`config.mk`:
```
export PLATFORM = sky130hd
export DESIGN_NAME = marker_follow_speed_controller_flat
export DESIGN_NICKNAME = d
export VERILOG_FILES = /design/src/mfsc_pkg.sv /design/src/mfsc_in_if.sv /design/src/mfsc_out_if.sv /design/src/mfsc_root.sv /design/src/mfsc_seq.sv /design/src/mfsc_dp.sv /design/src/marker_follow_speed_controller.sv /design/src/flat_wrapper.sv
export SDC_FILE = /design/constraint.sdc
export NUM_CORES = 2
export LEC_CHECK = 0
export BUFFER_PORTS_ARGS = -buffer_cell sky130_fd_sc_hd__buf_4
export CAP_MARGIN = 20
export CORE_ASPECT_RATIO = 0.9
export CORE_MARGIN = 4
export CORE_UTILIZATION = 30
export DETAILED_ROUTE_END_ITERATION = 7
export PLACE_DENSITY = 0.54
export SYNTH_ARGS = -nofsm -noshare
export SYNTH_HDL_FRONTEND = slang
export SYNTH_SLANG_ARGS = --single-unit
```
`constraint.sdc`:
```
create_clock -name clk_i -period 23.5 [get_ports clk_i]
set_input_delay 4.7 -clock clk_i [delete_from_list [all_inputs] [get_ports clk_i]]
set_output_delay 4.7 -clock clk_i [all_outputs]
set_load 0.01 [all_outputs]
```
`src/mfsc_pkg.sv`:
```
// shared types, constants and microcode table for the marker follow speed controller
package mfsc_pkg;

  // default build values
  localparam int DefTicksPerSecond = 10;
  localparam int DefFractionBits   = 12;

  // fixed field widths
  localparam int SpeedW  = 16;
  localparam int TargetW = 15;
  localparam int QuietW  = 8;
  localparam int SqW     = 32;
  localparam int RootW   = 16;
  localparam int RangeW  = 17;
  localparam int ErrW    = 18;
  localparam int TenW    = 20;

  // divide by ten through a reciprocal, one correction step afterwards
  localparam int RecipMul   = 52428;
  localparam int RecipW     = 16;
  localparam int RecipShift = 19;
  localparam int ProdW      = TenW + RecipW;

  localparam logic [TargetW-1:0] TargetReset = 15'd4096;

  // input word
  typedef struct packed {
    logic                     operation;
    logic signed [SpeedW-1:0] marker_forward;
    logic signed [SpeedW-1:0] marker_lateral;
    logic                     obstacle_present;
  } in_word_t;

  // result word
  typedef struct packed {
    logic signed [SpeedW-1:0] linear_speed;
    logic signed [SpeedW-1:0] angular_speed;
    logic                     at_target;
    logic                     marker_seen;
    logic                     search_done;
  } out_word_t;

  // operation codes of the input word
  typedef enum logic {
    ITEM_SAMPLE = 1'b0,
    ITEM_TICK   = 1'b1
  } item_e;

  // datapath operations
  typedef enum logic [3:0] {
    OP_NOP,
    OP_LATCH,
    OP_SQ_F,
    OP_SQ_L,
    OP_ROOT_GO,
    OP_TENTHS,
    OP_RECIP,
    OP_RANGE,
    OP_ERR,
    OP_SAMPLE,
    OP_TICK_CNT,
    OP_TICK_CMD,
    OP_EMIT,
    OP_TICK_POST
  } dp_op_e;

  // jump conditions
  typedef enum logic [2:0] {
    C_NONE,
    C_NO_ITEM,
    C_TICK,
    C_ROOT_BUSY,
    C_OUT_BUSY,
    C_NO_EMIT
  } cond_e;

  // program steps
  typedef enum logic [3:0] {
    S_WAIT,
    S_SPLIT,
    S_SQ_F,
    S_SQ_L,
    S_ROOT_GO,
    S_ROOT_WAIT,
    S_TENTHS,
    S_RECIP,
    S_RANGE,
    S_ERR,
    S_SAMPLE,
    S_SMP_EMIT,
    S_TICK_CNT,
    S_TICK_CMD,
    S_TICK_EMIT,
    S_TICK_POST
  } step_e;

  // one control word
  typedef struct packed {
    dp_op_e op;
    cond_e  cond;
    step_e  target;
    logic   fin;
  } ctrl_word_t;

  // datapath status seen by the sequencer
  typedef struct packed {
    logic in_valid;
    logic is_tick;
    logic root_busy;
    logic out_busy;
    logic no_emit;
  } status_t;

  // microcode program
  function automatic ctrl_word_t mc_rom(step_e s);
    ctrl_word_t cw;
    cw = '{op: OP_NOP, cond: C_NONE, target: S_WAIT, fin: 1'b0};
    case (s)
      S_WAIT:      cw = '{op: OP_LATCH,     cond: C_NO_ITEM,   target: S_WAIT,      fin: 1'b0};
      S_SPLIT:     cw = '{op: OP_NOP,       cond: C_TICK,      target: S_TICK_CNT,  fin: 1'b0};
      S_SQ_F:      cw = '{op: OP_SQ_F,      cond: C_NONE,      target: S_WAIT,      fin: 1'b0};
      S_SQ_L:      cw = '{op: OP_SQ_L,      cond: C_NONE,      target: S_WAIT,      fin: 1'b0};
      S_ROOT_GO:   cw = '{op: OP_ROOT_GO,   cond: C_NONE,      target: S_WAIT,      fin: 1'b0};
      S_ROOT_WAIT: cw = '{op: OP_NOP,       cond: C_ROOT_BUSY, target: S_ROOT_WAIT, fin: 1'b0};
      S_TENTHS:    cw = '{op: OP_TENTHS,    cond: C_NONE,      target: S_WAIT,      fin: 1'b0};
      S_RECIP:     cw = '{op: OP_RECIP,     cond: C_NONE,      target: S_WAIT,      fin: 1'b0};
      S_RANGE:     cw = '{op: OP_RANGE,     cond: C_NONE,      target: S_WAIT,      fin: 1'b0};
      S_ERR:       cw = '{op: OP_ERR,       cond: C_NONE,      target: S_WAIT,      fin: 1'b0};
      S_SAMPLE:    cw = '{op: OP_SAMPLE,    cond: C_NONE,      target: S_WAIT,      fin: 1'b0};
      S_SMP_EMIT:  cw = '{op: OP_EMIT,      cond: C_OUT_BUSY,  target: S_SMP_EMIT,  fin: 1'b1};
      S_TICK_CNT:  cw = '{op: OP_TICK_CNT,  cond: C_NONE,      target: S_WAIT,      fin: 1'b0};
      S_TICK_CMD:  cw = '{op: OP_TICK_CMD,  cond: C_NO_EMIT,   target: S_TICK_POST, fin: 1'b0};
      S_TICK_EMIT: cw = '{op: OP_EMIT,      cond: C_OUT_BUSY,  target: S_TICK_EMIT, fin: 1'b0};
      S_TICK_POST: cw = '{op: OP_TICK_POST, cond: C_NONE,      target: S_WAIT,      fin: 1'b1};
      default:     cw = '{op: OP_NOP,       cond: C_NONE,      target: S_WAIT,      fin: 1'b1};
    endcase
    return cw;
  endfunction

  // clamp an 18-bit signed value to the 16-bit signed range
  function automatic logic signed [SpeedW-1:0] sat16(logic signed [ErrW-1:0] v);
    logic signed [SpeedW-1:0] r;
    if (v > 18'sd32767) begin
      r = 16'sh7fff;
    end else if (v < -18'sd32768) begin
      r = 16'sh8000;
    end else begin
      r = v[SpeedW-1:0];
    end
    return r;
  endfunction

endpackage

```
`src/mfsc_in_if.sv`:
```
// input word channel
interface mfsc_in_if;
  import mfsc_pkg::*;

  logic                     valid;
  logic                     ready;
  logic                     operation;
  logic signed [SpeedW-1:0] marker_forward;
  logic signed [SpeedW-1:0] marker_lateral;
  logic                     obstacle_present;

  modport source (
    output valid, operation, marker_forward, marker_lateral, obstacle_present,
    input  ready
  );

  modport sink (
    input  valid, operation, marker_forward, marker_lateral, obstacle_present,
    output ready
  );
endinterface

```
`src/mfsc_out_if.sv`:
```
// result word channel
interface mfsc_out_if;
  import mfsc_pkg::*;

  logic                     valid;
  logic                     ready;
  logic signed [SpeedW-1:0] linear_speed;
  logic signed [SpeedW-1:0] angular_speed;
  logic                     at_target;
  logic                     marker_seen;
  logic                     search_done;

  modport source (
    output valid, linear_speed, angular_speed, at_target, marker_seen, search_done,
    input  ready
  );

  modport sink (
    input  valid, linear_speed, angular_speed, at_target, marker_seen, search_done,
    output ready
  );
endinterface

```
`src/mfsc_root.sv`:
```
// iterative integer square root, one result bit per cycle
module mfsc_root (
  input  logic                        clk_i,
  input  logic                        rst_ni,
  input  logic                        start_i,
  input  logic [mfsc_pkg::SqW-1:0]    radicand_i,
  output logic                        busy_o,
  output logic [mfsc_pkg::RootW-1:0]  root_o
);
  import mfsc_pkg::*;

  localparam int CntW = $clog2(RootW);
  localparam int RemW = RootW + 2;

  logic                busy_q, busy_d;
  logic [CntW-1:0]     cnt_q, cnt_d;
  logic [SqW-1:0]      x_q, x_d;
  logic [RemW-1:0]     rem_q, rem_d;
  logic [RootW-1:0]    root_q, root_d;
  logic [RemW+1:0]     rem_t;
  logic [RemW+1:0]     trial;

  // one restoring step
  always_comb begin
    rem_t  = {rem_q, x_q[SqW-1 -: 2]};
    trial  = (RemW + 2)'({root_q, 2'b01});
    busy_d = busy_q;
    cnt_d  = cnt_q;
    x_d    = x_q;
    rem_d  = rem_q;
    root_d = root_q;
    if (start_i) begin
      busy_d = 1'b1;
      cnt_d  = '0;
      x_d    = radicand_i;
      rem_d  = '0;
      root_d = '0;
    end else if (busy_q) begin
      x_d   = {x_q[SqW-3:0], 2'b00};
      cnt_d = cnt_q + CntW'(1);
      if (cnt_q == CntW'(RootW - 1)) begin
        busy_d = 1'b0;
      end
      if (rem_t >= trial) begin
        rem_d  = RemW'(rem_t - trial);
        root_d = {root_q[RootW-2:0], 1'b1};
      end else begin
        rem_d  = RemW'(rem_t);
        root_d = {root_q[RootW-2:0], 1'b0};
      end
    end
  end

  // control
  always_ff @(posedge clk_i or negedge rst_ni) begin
    if (!rst_ni) begin
      busy_q <= 1'b0;
      cnt_q  <= '0;
    end else begin
      busy_q <= busy_d;
      cnt_q  <= cnt_d;
    end
  end

  // working values
  always_ff @(posedge clk_i) begin
    x_q    <= x_d;
    rem_q  <= rem_d;
    root_q <= root_d;
  end

  assign busy_o = busy_q;
  assign root_o = root_q;
endmodule

```
`src/mfsc_seq.sv`:
```
// microcode sequencer: step counter, program table and conditional jumps
module mfsc_seq (
  input  logic              clk_i,
  input  logic              rst_ni,
  input  mfsc_pkg::status_t status_i,
  output mfsc_pkg::dp_op_e  op_o,
  output logic              idle_o
);
  import mfsc_pkg::*;

  step_e      pc_q, pc_d;
  ctrl_word_t cw;
  logic       take;

  // condition select and next step
  always_comb begin
    cw = mc_rom(pc_q);
    case (cw.cond)
      C_NONE:      take = 1'b0;
      C_NO_ITEM:   take = !status_i.in_valid;
      C_TICK:      take = status_i.is_tick;
      C_ROOT_BUSY: take = status_i.root_busy;
      C_OUT_BUSY:  take = status_i.out_busy;
      C_NO_EMIT:   take = status_i.no_emit;
      default:     take = 1'b0;
    endcase
    if (take) begin
      pc_d = cw.target;
    end else if (cw.fin) begin
      pc_d = S_WAIT;
    end else begin
      pc_d = step_e'(4'(pc_q) + 4'd1);
    end
  end

  // step counter
  always_ff @(posedge clk_i or negedge rst_ni) begin
    if (!rst_ni) begin
      pc_q <= S_WAIT;
    end else begin
      pc_q <= pc_d;
    end
  end

  assign op_o   = cw.op;
  assign idle_o = (pc_q == S_WAIT);
endmodule

```
`src/mfsc_dp.sv`:
```
// datapath: range, speed commands, search timer and result register
module mfsc_dp #(
  parameter int TicksPerSecond = mfsc_pkg::DefTicksPerSecond,
  parameter int FractionBits   = mfsc_pkg::DefFractionBits
) (
  input  logic                          clk_i,
  input  logic                          rst_ni,
  input  mfsc_pkg::dp_op_e              op_i,
  input  mfsc_pkg::in_word_t            in_word_i,
  input  logic                          in_valid_i,
  input  logic [mfsc_pkg::TargetW-1:0]  target_i,
  input  logic                          out_ready_i,
  output mfsc_pkg::out_word_t           out_word_o,
  output logic                          out_valid_o,
  output mfsc_pkg::status_t             status_o
);
  import mfsc_pkg::*;

  // fixed-point constants
  localparam int Scale   = 1 << FractionBits;
  localparam int Tol     = (Scale + 50) / 100;
  localparam int TurnRaw = (157 * Scale + 50) / 100;
  localparam logic signed [ErrW-1:0]   TolPos    = ErrW'(Tol);
  localparam logic signed [ErrW-1:0]   TolNeg    = -ErrW'(Tol);
  localparam logic signed [SpeedW-1:0] BackSpeed = SpeedW'(-((3 * Scale + 5) / 10));
  localparam logic signed [SpeedW-1:0] TurnPos   = SpeedW'((TurnRaw > 32767) ? 32767 : TurnRaw);
  localparam logic signed [SpeedW-1:0] TurnNeg   =
    SpeedW'((TurnRaw > 32768) ? -32768 : -TurnRaw);
  localparam logic [TenW-1:0] Half    = TenW'(Scale / 2);
  localparam logic [TenW-1:0] LowMask = TenW'(Scale - 1);

  // tick thresholds
  localparam logic [QuietW-1:0] T2  = QuietW'(2 * TicksPerSecond);
  localparam logic [QuietW-1:0] T3  = QuietW'(3 * TicksPerSecond);
  localparam logic [QuietW-1:0] T8  = QuietW'(8 * TicksPerSecond);
  localparam logic [QuietW-1:0] T14 = QuietW'(14 * TicksPerSecond);
  localparam logic [QuietW-1:0] T20 = QuietW'(20 * TicksPerSecond);

  // latched input word
  logic signed [SpeedW-1:0] fwd_q, lat_q;
  logic                     obst_q, tick_q;

  // sample pipeline values
  logic [SqW-1:0]            acc_q, acc_d;
  logic [TenW-1:0]           x_q, x_d;
  logic [ProdW-1:0]          prod_q;
  logic [RangeW-1:0]         range_q, range_d;
  logic signed [ErrW-1:0]    err_q, err_d;
  logic                      near_q, big_q, small_q;
  logic                      near_d, big_d, small_d;

  // controller state
  logic                      seen_q, seen_d;
  logic                      reached_q, reached_d;
  logic                      sweep_q, sweep_d;
  logic [QuietW-1:0]         quiet_q, quiet_d;
  logic signed [SpeedW-1:0]  held_lin_q, held_lin_d;
  logic signed [SpeedW-1:0]  held_ang_q, held_ang_d;
  logic                      turn_neg_q, turn_neg_d;
  logic                      turn_pos_q, turn_pos_d;
  logic                      set_sweep_q, set_sweep_d;
  logic                      drop_q, drop_d;

  // result register
  logic                      out_valid_q;
  out_word_t                 out_word_q;
  logic                      out_busy, out_load;

  // shared squaring multiplier and root unit
  logic signed [SpeedW-1:0]  sq_src;
  logic signed [SqW-1:0]     sq;
  logic [RootW-1:0]          root;
  logic                      root_busy;

  // helpers
  logic [TenW-1:0]           ten_sum;
  logic [RangeW-1:0]         quo;
  logic [TenW-1:0]           rem10;
  logic [QuietW:0]           d_wide;
  logic [QuietW-1:0]         d;
  logic signed [SpeedW-1:0]  lin_cmd;
  logic signed [SpeedW-1:0]  ang_cmd;
  logic                      hunting;

  mfsc_root u_root (
    .clk_i      (clk_i),
    .rst_ni     (rst_ni),
    .start_i    (op_i == OP_ROOT_GO),
    .radicand_i (acc_q),
    .busy_o     (root_busy),
    .root_o     (root)
  );

  // squares
  always_comb begin
    sq_src = (op_i == OP_SQ_F) ? fwd_q : lat_q;
    sq     = sq_src * sq_src;
    acc_d  = (op_i == OP_SQ_F) ? SqW'(sq) : acc_q + SqW'(sq);
  end

  // tenths rounding and divide by ten
  always_comb begin
    ten_sum = TenW'({root, 3'b000}) + TenW'({root, 1'b0}) + Half;
    x_d     = (ten_sum & ~LowMask) + TenW'(5);
    quo     = prod_q[RecipShift +: RangeW];
    rem10   = x_q - (TenW'({quo, 3'b000}) + TenW'({quo, 1'b0}));
    range_d = (rem10 >= TenW'(10)) ? quo + RangeW'(1) : quo;
  end

  // error and band compares
  always_comb begin
    err_d   = $signed({1'b0, range_q}) - $signed({3'b000, target_i});
    near_d  = (err_d <= TolPos) && (err_d >= TolNeg);
    big_d   = 19'({range_q, 1'b0}) > (19'({target_i, 1'b0}) + 19'(target_i));
    small_d = (24'(range_q) * 24'd100) < (24'(target_i) * 24'd95);
  end

  // speed commands of a sample
  always_comb begin
    if (big_q) begin
      lin_cmd = sat16(err_q);
    end else if (small_q) begin
      lin_cmd = BackSpeed;
    end else begin
      lin_cmd = sat16(err_q >>> 1);
    end
    ang_cmd = sat16(-ErrW'(lat_q));
  end

  // tick count and search decisions
  always_comb begin
    d_wide      = (quiet_q > T20) ? '0 : {1'b0, quiet_q} + (QuietW + 1)'(1);
    d           = d_wide[QuietW] ? '1 : d_wide[QuietW-1:0];
    hunting     = !seen_q && !sweep_q;
    turn_neg_d  = hunting && (d >= T2) && (d <= T8);
    turn_pos_d  = hunting && (d > T8) && (d <= T14);
    set_sweep_d = hunting && (d == T14);
    drop_d      = seen_q && (d >= T3);
  end

  // controller state update
  always_comb begin
    seen_d     = seen_q;
    reached_d  = reached_q;
    sweep_d    = sweep_q;
    quiet_d    = quiet_q;
    held_lin_d = held_lin_q;
    held_ang_d = held_ang_q;
    case (op_i)
      OP_SAMPLE: begin
        seen_d  = 1'b1;
        sweep_d = 1'b0;
        quiet_d = '0;
        if (near_q) begin
          held_lin_d = '0;
          held_ang_d = '0;
          reached_d  = 1'b1;
        end else begin
          reached_d = 1'b0;
          if (!obst_q) begin
            held_lin_d = lin_cmd;
            held_ang_d = ang_cmd;
          end
        end
      end
      OP_TICK_CNT: begin
        quiet_d = d;
      end
      OP_TICK_CMD: begin
        if (turn_neg_q) begin
          held_lin_d = '0;
          held_ang_d = TurnNeg;
        end else if (turn_pos_q) begin
          held_lin_d = '0;
          held_ang_d = TurnPos;
        end
      end
      OP_TICK_POST: begin
        if (set_sweep_q) begin
          sweep_d = 1'b1;
        end
        if (drop_q) begin
          seen_d  = 1'b0;
          sweep_d = 1'b0;
          quiet_d = '0;
        end
      end
      default: begin
      end
    endcase
  end

  // result handshake
  assign out_busy = out_valid_q && !out_ready_i;
  assign out_load = (op_i == OP_EMIT) && !out_busy;

  // state with reset
  always_ff @(posedge clk_i or negedge rst_ni) begin
    if (!rst_ni) begin
      seen_q      <= 1'b0;
      reached_q   <= 1'b0;
      sweep_q     <= 1'b0;
      quiet_q     <= '0;
      held_lin_q  <= '0;
      held_ang_q  <= '0;
      out_valid_q <= 1'b0;
    end else begin
      seen_q     <= seen_d;
      reached_q  <= reached_d;
      sweep_q    <= sweep_d;
      quiet_q    <= quiet_d;
      held_lin_q <= held_lin_d;
      held_ang_q <= held_ang_d;
      if (out_load) begin
        out_valid_q <= 1'b1;
      end else if (out_ready_i) begin
        out_valid_q <= 1'b0;
      end
    end
  end

  // tick decision flags
  always_ff @(posedge clk_i or negedge rst_ni) begin
    if (!rst_ni) begin
      turn_neg_q  <= 1'b0;
      turn_pos_q  <= 1'b0;
      set_sweep_q <= 1'b0;
      drop_q      <= 1'b0;
    end else if (op_i == OP_TICK_CNT) begin
      turn_neg_q  <= turn_neg_d;
      turn_pos_q  <= turn_pos_d;
      set_sweep_q <= set_sweep_d;
      drop_q      <= drop_d;
    end
  end

  // latched item kind
  always_ff @(posedge clk_i or negedge rst_ni) begin
    if (!rst_ni) begin
      tick_q <= 1'b0;
    end else if (op_i == OP_LATCH && in_valid_i) begin
      tick_q <= (in_word_i.operation == ITEM_TICK);
    end
  end

  // payload registers
  always_ff @(posedge clk_i) begin
    if (op_i == OP_LATCH && in_valid_i) begin
      fwd_q  <= in_word_i.marker_forward;
      lat_q  <= in_word_i.marker_lateral;
      obst_q <= in_word_i.obstacle_present;
    end
    if (op_i == OP_SQ_F || op_i == OP_SQ_L) begin
      acc_q <= acc_d;
    end
    if (op_i == OP_TENTHS) begin
      x_q <= x_d;
    end
    if (op_i == OP_RECIP) begin
      prod_q <= x_q * RecipW'(RecipMul);
    end
    if (op_i == OP_RANGE) begin
      range_q <= range_d;
    end
    if (op_i == OP_ERR) begin
      err_q   <= err_d;
      near_q  <= near_d;
      big_q   <= big_d;
      small_q <= small_d;
    end
    if (out_load) begin
      out_word_q.linear_speed  <= held_lin_q;
      out_word_q.angular_speed <= held_ang_q;
      out_word_q.at_target     <= reached_q;
      out_word_q.marker_seen   <= seen_q;
      out_word_q.search_done   <= sweep_q;
    end
  end

  assign out_word_o  = out_word_q;
  assign out_valid_o = out_valid_q;

  assign status_o.in_valid  = in_valid_i;
  assign status_o.is_tick   = tick_q;
  assign status_o.root_busy = root_busy;
  assign status_o.out_busy  = out_busy;
  assign status_o.no_emit   = !(turn_neg_q || turn_pos_q);
endmodule

```
`src/marker_follow_speed_controller.sv`:
```
// top level of the marker follow speed controller
//
//   channel  dir  handshake      word
//   in_i     in   valid/ready    operation, marker_forward, marker_lateral, obstacle_present
//   out_o    out  valid/ready    linear_speed, angular_speed, at_target, marker_seen,
//                                search_done
//   cfg      in   cfg_we_i       target_distance on cfg_data_i
//
// one word at a time: ready returns only after a sample has passed the bit-serial square root
// and the later steps, or after a tick has run its count, command, emit if any, and post steps
// the microcode waits in its emit step while the previous result is still held
// a tick that commands no turn gives no result word
// reset clears all controller state and loads the default target; no clearing pass
module marker_follow_speed_controller #(
  parameter int TicksPerSecond = mfsc_pkg::DefTicksPerSecond,
  parameter int FractionBits   = mfsc_pkg::DefFractionBits
) (
  input  logic                          clk_i,
  input  logic                          rst_ni,
  mfsc_in_if.sink                       in_i,
  mfsc_out_if.source                    out_o,
  input  logic                          cfg_we_i,
  input  logic [mfsc_pkg::TargetW-1:0]  cfg_data_i
);
  import mfsc_pkg::*;

  logic [TargetW-1:0] target_q;
  dp_op_e             op;
  status_t            status;
  logic               idle;
  in_word_t           in_word;
  out_word_t          out_word;
  logic               out_valid;

  // target distance register
  always_ff @(posedge clk_i or negedge rst_ni) begin
    if (!rst_ni) begin
      target_q <= TargetReset;
    end else if (cfg_we_i) begin
      target_q <= cfg_data_i;
    end
  end

  // channel mapping
  assign in_word.operation        = in_i.operation;
  assign in_word.marker_forward   = in_i.marker_forward;
  assign in_word.marker_lateral   = in_i.marker_lateral;
  assign in_word.obstacle_present = in_i.obstacle_present;
  assign in_i.ready               = idle;

  assign out_o.valid         = out_valid;
  assign out_o.linear_speed  = out_word.linear_speed;
  assign out_o.angular_speed = out_word.angular_speed;
  assign out_o.at_target     = out_word.at_target;
  assign out_o.marker_seen   = out_word.marker_seen;
  assign out_o.search_done   = out_word.search_done;

  mfsc_seq u_seq (
    .clk_i    (clk_i),
    .rst_ni   (rst_ni),
    .status_i (status),
    .op_o     (op),
    .idle_o   (idle)
  );

  mfsc_dp #(
    .TicksPerSecond (TicksPerSecond),
    .FractionBits   (FractionBits)
  ) u_dp (
    .clk_i       (clk_i),
    .rst_ni      (rst_ni),
    .op_i        (op),
    .in_word_i   (in_word),
    .in_valid_i  (in_i.valid),
    .target_i    (target_q),
    .out_ready_i (out_o.ready),
    .out_word_o  (out_word),
    .out_valid_o (out_valid),
    .status_o    (status)
  );

`ifndef NO_ASSERTIONS
  // one word at a time: no accept right after an accept
  a_no_back_to_back: assert property (@(posedge clk_i) disable iff (!rst_ni)
    (in_i.valid && in_i.ready) |=> !in_i.ready)
    else $error("input accepted while previous word still in work");

  // the root unit is never running while the sequencer waits for a word
  a_root_idle: assert property (@(posedge clk_i) disable iff (!rst_ni)
    in_i.ready |-> !status.root_busy)
    else $error("square root busy while idle");

  // a new result appears only out of an emit step
  a_emit_source: assert property (@(posedge clk_i) disable iff (!rst_ni)
    $rose(out_o.valid) |-> $past(op == OP_EMIT))
    else $error("result valid without emit step");
`endif
endmodule
```
`src/flat_wrapper.sv`:
```
// flat-port wrapper written by rule: the top's interface ports become plain ports
module marker_follow_speed_controller_flat import mfsc_pkg::*;
#(
  parameter int TicksPerSecond = mfsc_pkg::DefTicksPerSecond,
  parameter int FractionBits   = mfsc_pkg::DefFractionBits
)
  (clk_i, rst_ni, cfg_we_i, cfg_data_i, in_i_valid, in_i_operation, in_i_marker_forward, in_i_marker_lateral, in_i_obstacle_present, in_i_ready, out_o_valid, out_o_linear_speed, out_o_angular_speed, out_o_at_target, out_o_marker_seen, out_o_search_done, out_o_ready);
  mfsc_in_if in_i_i ();
  mfsc_out_if out_o_i ();
  input  logic clk_i;
  input  logic rst_ni;
  input  logic cfg_we_i;
  input  logic [mfsc_pkg::TargetW-1:0] cfg_data_i;
  input wire logic [$bits(in_i_i.valid)-1:0] in_i_valid;
  input wire logic [$bits(in_i_i.operation)-1:0] in_i_operation;
  input wire logic [$bits(in_i_i.marker_forward)-1:0] in_i_marker_forward;
  input wire logic [$bits(in_i_i.marker_lateral)-1:0] in_i_marker_lateral;
  input wire logic [$bits(in_i_i.obstacle_present)-1:0] in_i_obstacle_present;
  output wire logic [$bits(in_i_i.ready)-1:0] in_i_ready;
  output wire logic [$bits(out_o_i.valid)-1:0] out_o_valid;
  output wire logic [$bits(out_o_i.linear_speed)-1:0] out_o_linear_speed;
  output wire logic [$bits(out_o_i.angular_speed)-1:0] out_o_angular_speed;
  output wire logic [$bits(out_o_i.at_target)-1:0] out_o_at_target;
  output wire logic [$bits(out_o_i.marker_seen)-1:0] out_o_marker_seen;
  output wire logic [$bits(out_o_i.search_done)-1:0] out_o_search_done;
  input wire logic [$bits(out_o_i.ready)-1:0] out_o_ready;
  assign in_i_i.valid = in_i_valid;
  assign in_i_i.operation = in_i_operation;
  assign in_i_i.marker_forward = in_i_marker_forward;
  assign in_i_i.marker_lateral = in_i_marker_lateral;
  assign in_i_i.obstacle_present = in_i_obstacle_present;
  assign in_i_ready = in_i_i.ready;
  assign out_o_valid = out_o_i.valid;
  assign out_o_linear_speed = out_o_i.linear_speed;
  assign out_o_angular_speed = out_o_i.angular_speed;
  assign out_o_at_target = out_o_i.at_target;
  assign out_o_marker_seen = out_o_i.marker_seen;
  assign out_o_search_done = out_o_i.search_done;
  assign out_o_i.ready = out_o_ready;
  marker_follow_speed_controller #(.TicksPerSecond(TicksPerSecond), .FractionBits(FractionBits)) u_core (.clk_i(clk_i), .rst_ni(rst_ni), .in_i(in_i_i), .out_o(out_o_i), .cfg_we_i(cfg_we_i), .cfg_data_i(cfg_data_i));
endmodule
```
==> flow_metrics.py <==
metrics = {
    "worst_setup_path": {
        "worstSetupStartpoint": "u_core.u_seq.pc_q[0]",
        "r2r-start": "u_core.u_seq.pc_q[0]",
        "reg2reg_depth": 41,
        "rr_endpoint": "u_core.u_dp.acc_q[31]",
        "crit_end": "u_core.u_dp.acc_q[31]",
        "cp_slowest_cell": "mux2i_1",
        "slowest_delay_ps": 640,
        "r2r_setup_slack_ps": 12390,
        "path_class": "flip-flop to flip-flop",
        "worst_setup_path_end_kind": "flip-flop",
        "start_kind": "flip-flop",
        "cp_data_required_time_ps": 23780,
        "worstPathArrival_ps": 11390,
        "cp_common_cell": "inv_1",
        "crit_fanout": 41,
    },
    "clocking": {
        "cts_made_buffers": 37,
        "cts_buffer_depth": 3,
        "postCtsSetupBuffers": 0,
        "cts_resized": 0,
        "cts_hold_buf": 0,
        "cts_tree": "built",
        "clk_latency_ps": 550,
        "h-tree-depth": 2,
        "cts.sinks": 302,
        "clockRootBuffer": "clkbuf_16",
        "clk_pin_slew_worst_paths_ps": 60,
    },
    "min_path": {
        "holdCritPathClass": "flip-flop to flip-flop",
    },
    "synth": {
        "yosys_register_bits": 302,
        "synth_top_cell_by_area": "fa_1",
        "synth_nets": 4368,
        "synthCells": 3525,
        "syn_area_sq_um": 33700,
        "yosys_warnings": 0,
        "synth_edf_count": 195,
        "synth.top_cell.area_share_pct": 19.5,
        "synth-seq-area-share_pct": 24.8,
        "syn_area_per_cell_sq_um": 9.57,
        "yosys.cell_types.count": 94,
        "async_reset_ff_share_pct": 24.2,
        "synth_area_leaders": "fa_1 20%, edfxtp_1 17%, ha_1 17%",
        "synthFlopType": "edfxtp_1",
    },
    "timing": {
        "period_minus_slack_ps": 11110,
        "final.period_utilization_pct": 47.3,
        "hold_viol": 0,
        "tightest_slew_ps": 1030,
        "max_freq_mhz": 90.0,
        "fin_hold_ws_ps": 446,
        "tns_ps": 0,
        "rsz0062_at_grt": "false",
        "setup_ws_ps": 12390,
        "fin_skew_ps": 18.4,
        "slew_viol_final": 0,
        "setup_viol": 0,
        "maxSlewHeadroom_pct": 29.3,
    },
    "floorplan": {
        "die-area_sq_um": 118000,
        "die_h_um": 326,
        "die_w_um": 362,
        "start_util_pct": 30.3,
        "pin_count": 91,
        "row_count": 116,
        "core_area_sq_um": 111000,
    },
    "drt": {
        "first_pass_iters": 5,
        "vias": 24200,
        "drc": 0,
        "postRouteAntennaNets": 0,
        "drt-total-wl_um": 77000,
        "drt_iter0_drc": 1602,
        "wl_per_cell_um": 15.1,
        "viasPerCell": 4.74,
    },
    "placed_design": {
        "place_inst": 5040,
        "io_buffers": 90,
        "hpwl_um": 62800,
        "post-place-ws_ps": 12450,
        "place_congestion": 0.854,
    },
    "global_routing": {
        "grt_pass1_vias": 23900,
        "grt_util_all_layers_pct": 13.1,
        "antenna_found_initial": 0,
        "grt_pass1_wl_um": 127000,
        "grt_max_degree": 74,
        "gr-total-overflow": 0,
    },
    "final_layout": {
        "areaGrowthSynthToFinish_pct": 10.9,
        "fin_nets": 4449,
        "antenna_cells": 0,
        "layout-drive-gt1-share_pct": 7.10,
        "instances_no_fill": 5107,
    },
    "status": {
        "status": "finished, final reports clean",
    },
    "run": {
        "maxCapViolCount": 0,
    },
}
## routing by layer
layer / wire [um] / up-vias / GRT usage, %
met5: 0 / - / 0
met4: 1210 / 0 / 2.42
met3: 2970 / 71 / 1.60
met2: 35000 / 390 / 20.8
met1: 37800 / 11700 / 19.2
li1: - / 12000 / -
## logic make-up after synthesis
family	Yosys count	share of synthesized area, %
AO/OA/AOI/OAI	624	12.0
XOR/XNOR	190	4.93
adder cells (fa/ha/maj)	789	36.6
buffers and inverters	698	7.87
flip-flops	302	24.8
multiplexers	65	2.09
AND/OR/NAND/NOR	857	11.7
## critical path, delay by kind of cell, from the launching register on
| family | cells | cell delay, ps |
|---|---|---|
| AOI/OAI and AO/OA | 14 | 3020 |
| xor gates and xnor gates | 2 | 320 |
| adders and majority gates | 9 | 4170 |
| muxes | 2 | 810 |
| buffers and inverters | 8 | 1270 |
| DFF | 1 | 420 |
| and+or+nand+nor | 6 | 790 |
## Yosys cell counts (6+ instances only)
cell type / number
inv_1: 625
ha_1: 460
fa_1: 329
nor2_1: 284
nand2_1: 282
edfxtp_1: 195
a21oi_1: 178
o21ai_0: 135
xnor2_1: 134
dfrtp_1: 72
a21o_1: 63
nor3_1: 57
xor2_1: 56
nand3_1: 41
clkbuf_1: 39
mux2_2: 35
dfxtp_1: 34
nor2b_1: 34
a211oi_1: 29
mux2i_1: 29
o21a_1: 29
nand2b_1: 26
nand4_1: 25
o31ai_1: 25
buf_2: 18
o21bai_1: 18
a31oi_1: 17
and3_1: 17
or2_2: 13
or3_1: 13
and2_1: 12
o31a_1: 12
o21ai_1: 10
or4_1: 9
nand3b_1: 7
nor3b_1: 7
o211ai_1: 7
o22ai_1: 7
a21boi_0: 6
a221o_1: 6
clkinv_1: 6
## through the flow
| stage | util (%) | cell area (sq um) |
|---|---|---|
| floorplan | - | 33700 |
| global placement | 32.4 | 36100 |
| detailed placement | 32.4 | 36100 |
| CTS | 33.5 | 37400 |
| global route | 33.6 | 37400 |
| finish | 33.6 | 37400 |
## flip-flops by register name, summed over array words and instances, names as in the netlist, 4 cells and up
register / flops
u_core.target_q: 15
u_core.u_dp.acc_q: 32
u_core.u_dp.err_q: 18
u_core.u_dp.fwd_q: 16
u_core.u_dp.held_ang_q: 16
u_core.u_dp.held_lin_q: 16
u_core.u_dp.lat_q: 16
u_core.u_dp.out_word_o: 35
u_core.u_dp.prod_q: 17
u_core.u_dp.quiet_q: 8
u_core.u_dp.range_q: 17
u_core.u_dp.u_root.cnt_q: 4
u_core.u_dp.u_root.rem_q: 18
u_core.u_dp.u_root.root_o: 16
u_core.u_dp.u_root.x_q: 32
u_core.u_dp.x_q: 8
u_core.u_seq.pc_q: 4
## placed cells by master (no fill, tap or decap), types with 56 or more instances in the layout
master      n
inv_1     625
ha_1      460
fa_1      329
nand2_1   282
nor2_1    282
edfxtp_1  195
a21oi_1   178
o21ai_0   135
xnor2_1   134
buf_4     104
dfrtp_1    71
a21o_1     63
xor2_1     56
## final cells by class
cell class | count | area [sq um]
Fill cell | 11500 | 74100
Multi-Input combinational cell | 2525 | 22800
Sequential cell | 302 | 8370
Inverter | 634 | 2380
Tap cell | 1475 | 1850
Clock buffer | 47 | 993
Timing Repair Buffer | 106 | 823
Clock inverter | 18 | 238
## how the worst min path moves through the flow
| stage | start | to | slack, ps | cells past startpoint |
|---|---|---|---|---|
| after floorplan | u_core.u_dp.reached_q | u_core.u_dp.out_word_o[2] | 420 | 0 |
| after global placement | u_core.u_dp.held_lin_q[11] | u_core.u_dp.out_word_o[30] | 430 | 0 |
| after detailed placement | u_core.u_dp.held_ang_q[3] | u_core.u_dp.out_word_o[6] | 430 | 0 |
| after CTS | u_core.u_dp.held_lin_q[15] | u_core.u_dp.out_word_o[34] | 450 | 0 |
| after global routing | u_core.u_dp.held_lin_q[15] | u_core.u_dp.out_word_o[34] | 460 | 0 |
| final | u_core.u_dp.held_lin_q[15] | u_core.u_dp.out_word_o[34] | 450 | 0 |
Power is left out: the tool's default activity adds up to more than one toggle a clock period on the data nets, which glitch-free logic cannot reach.
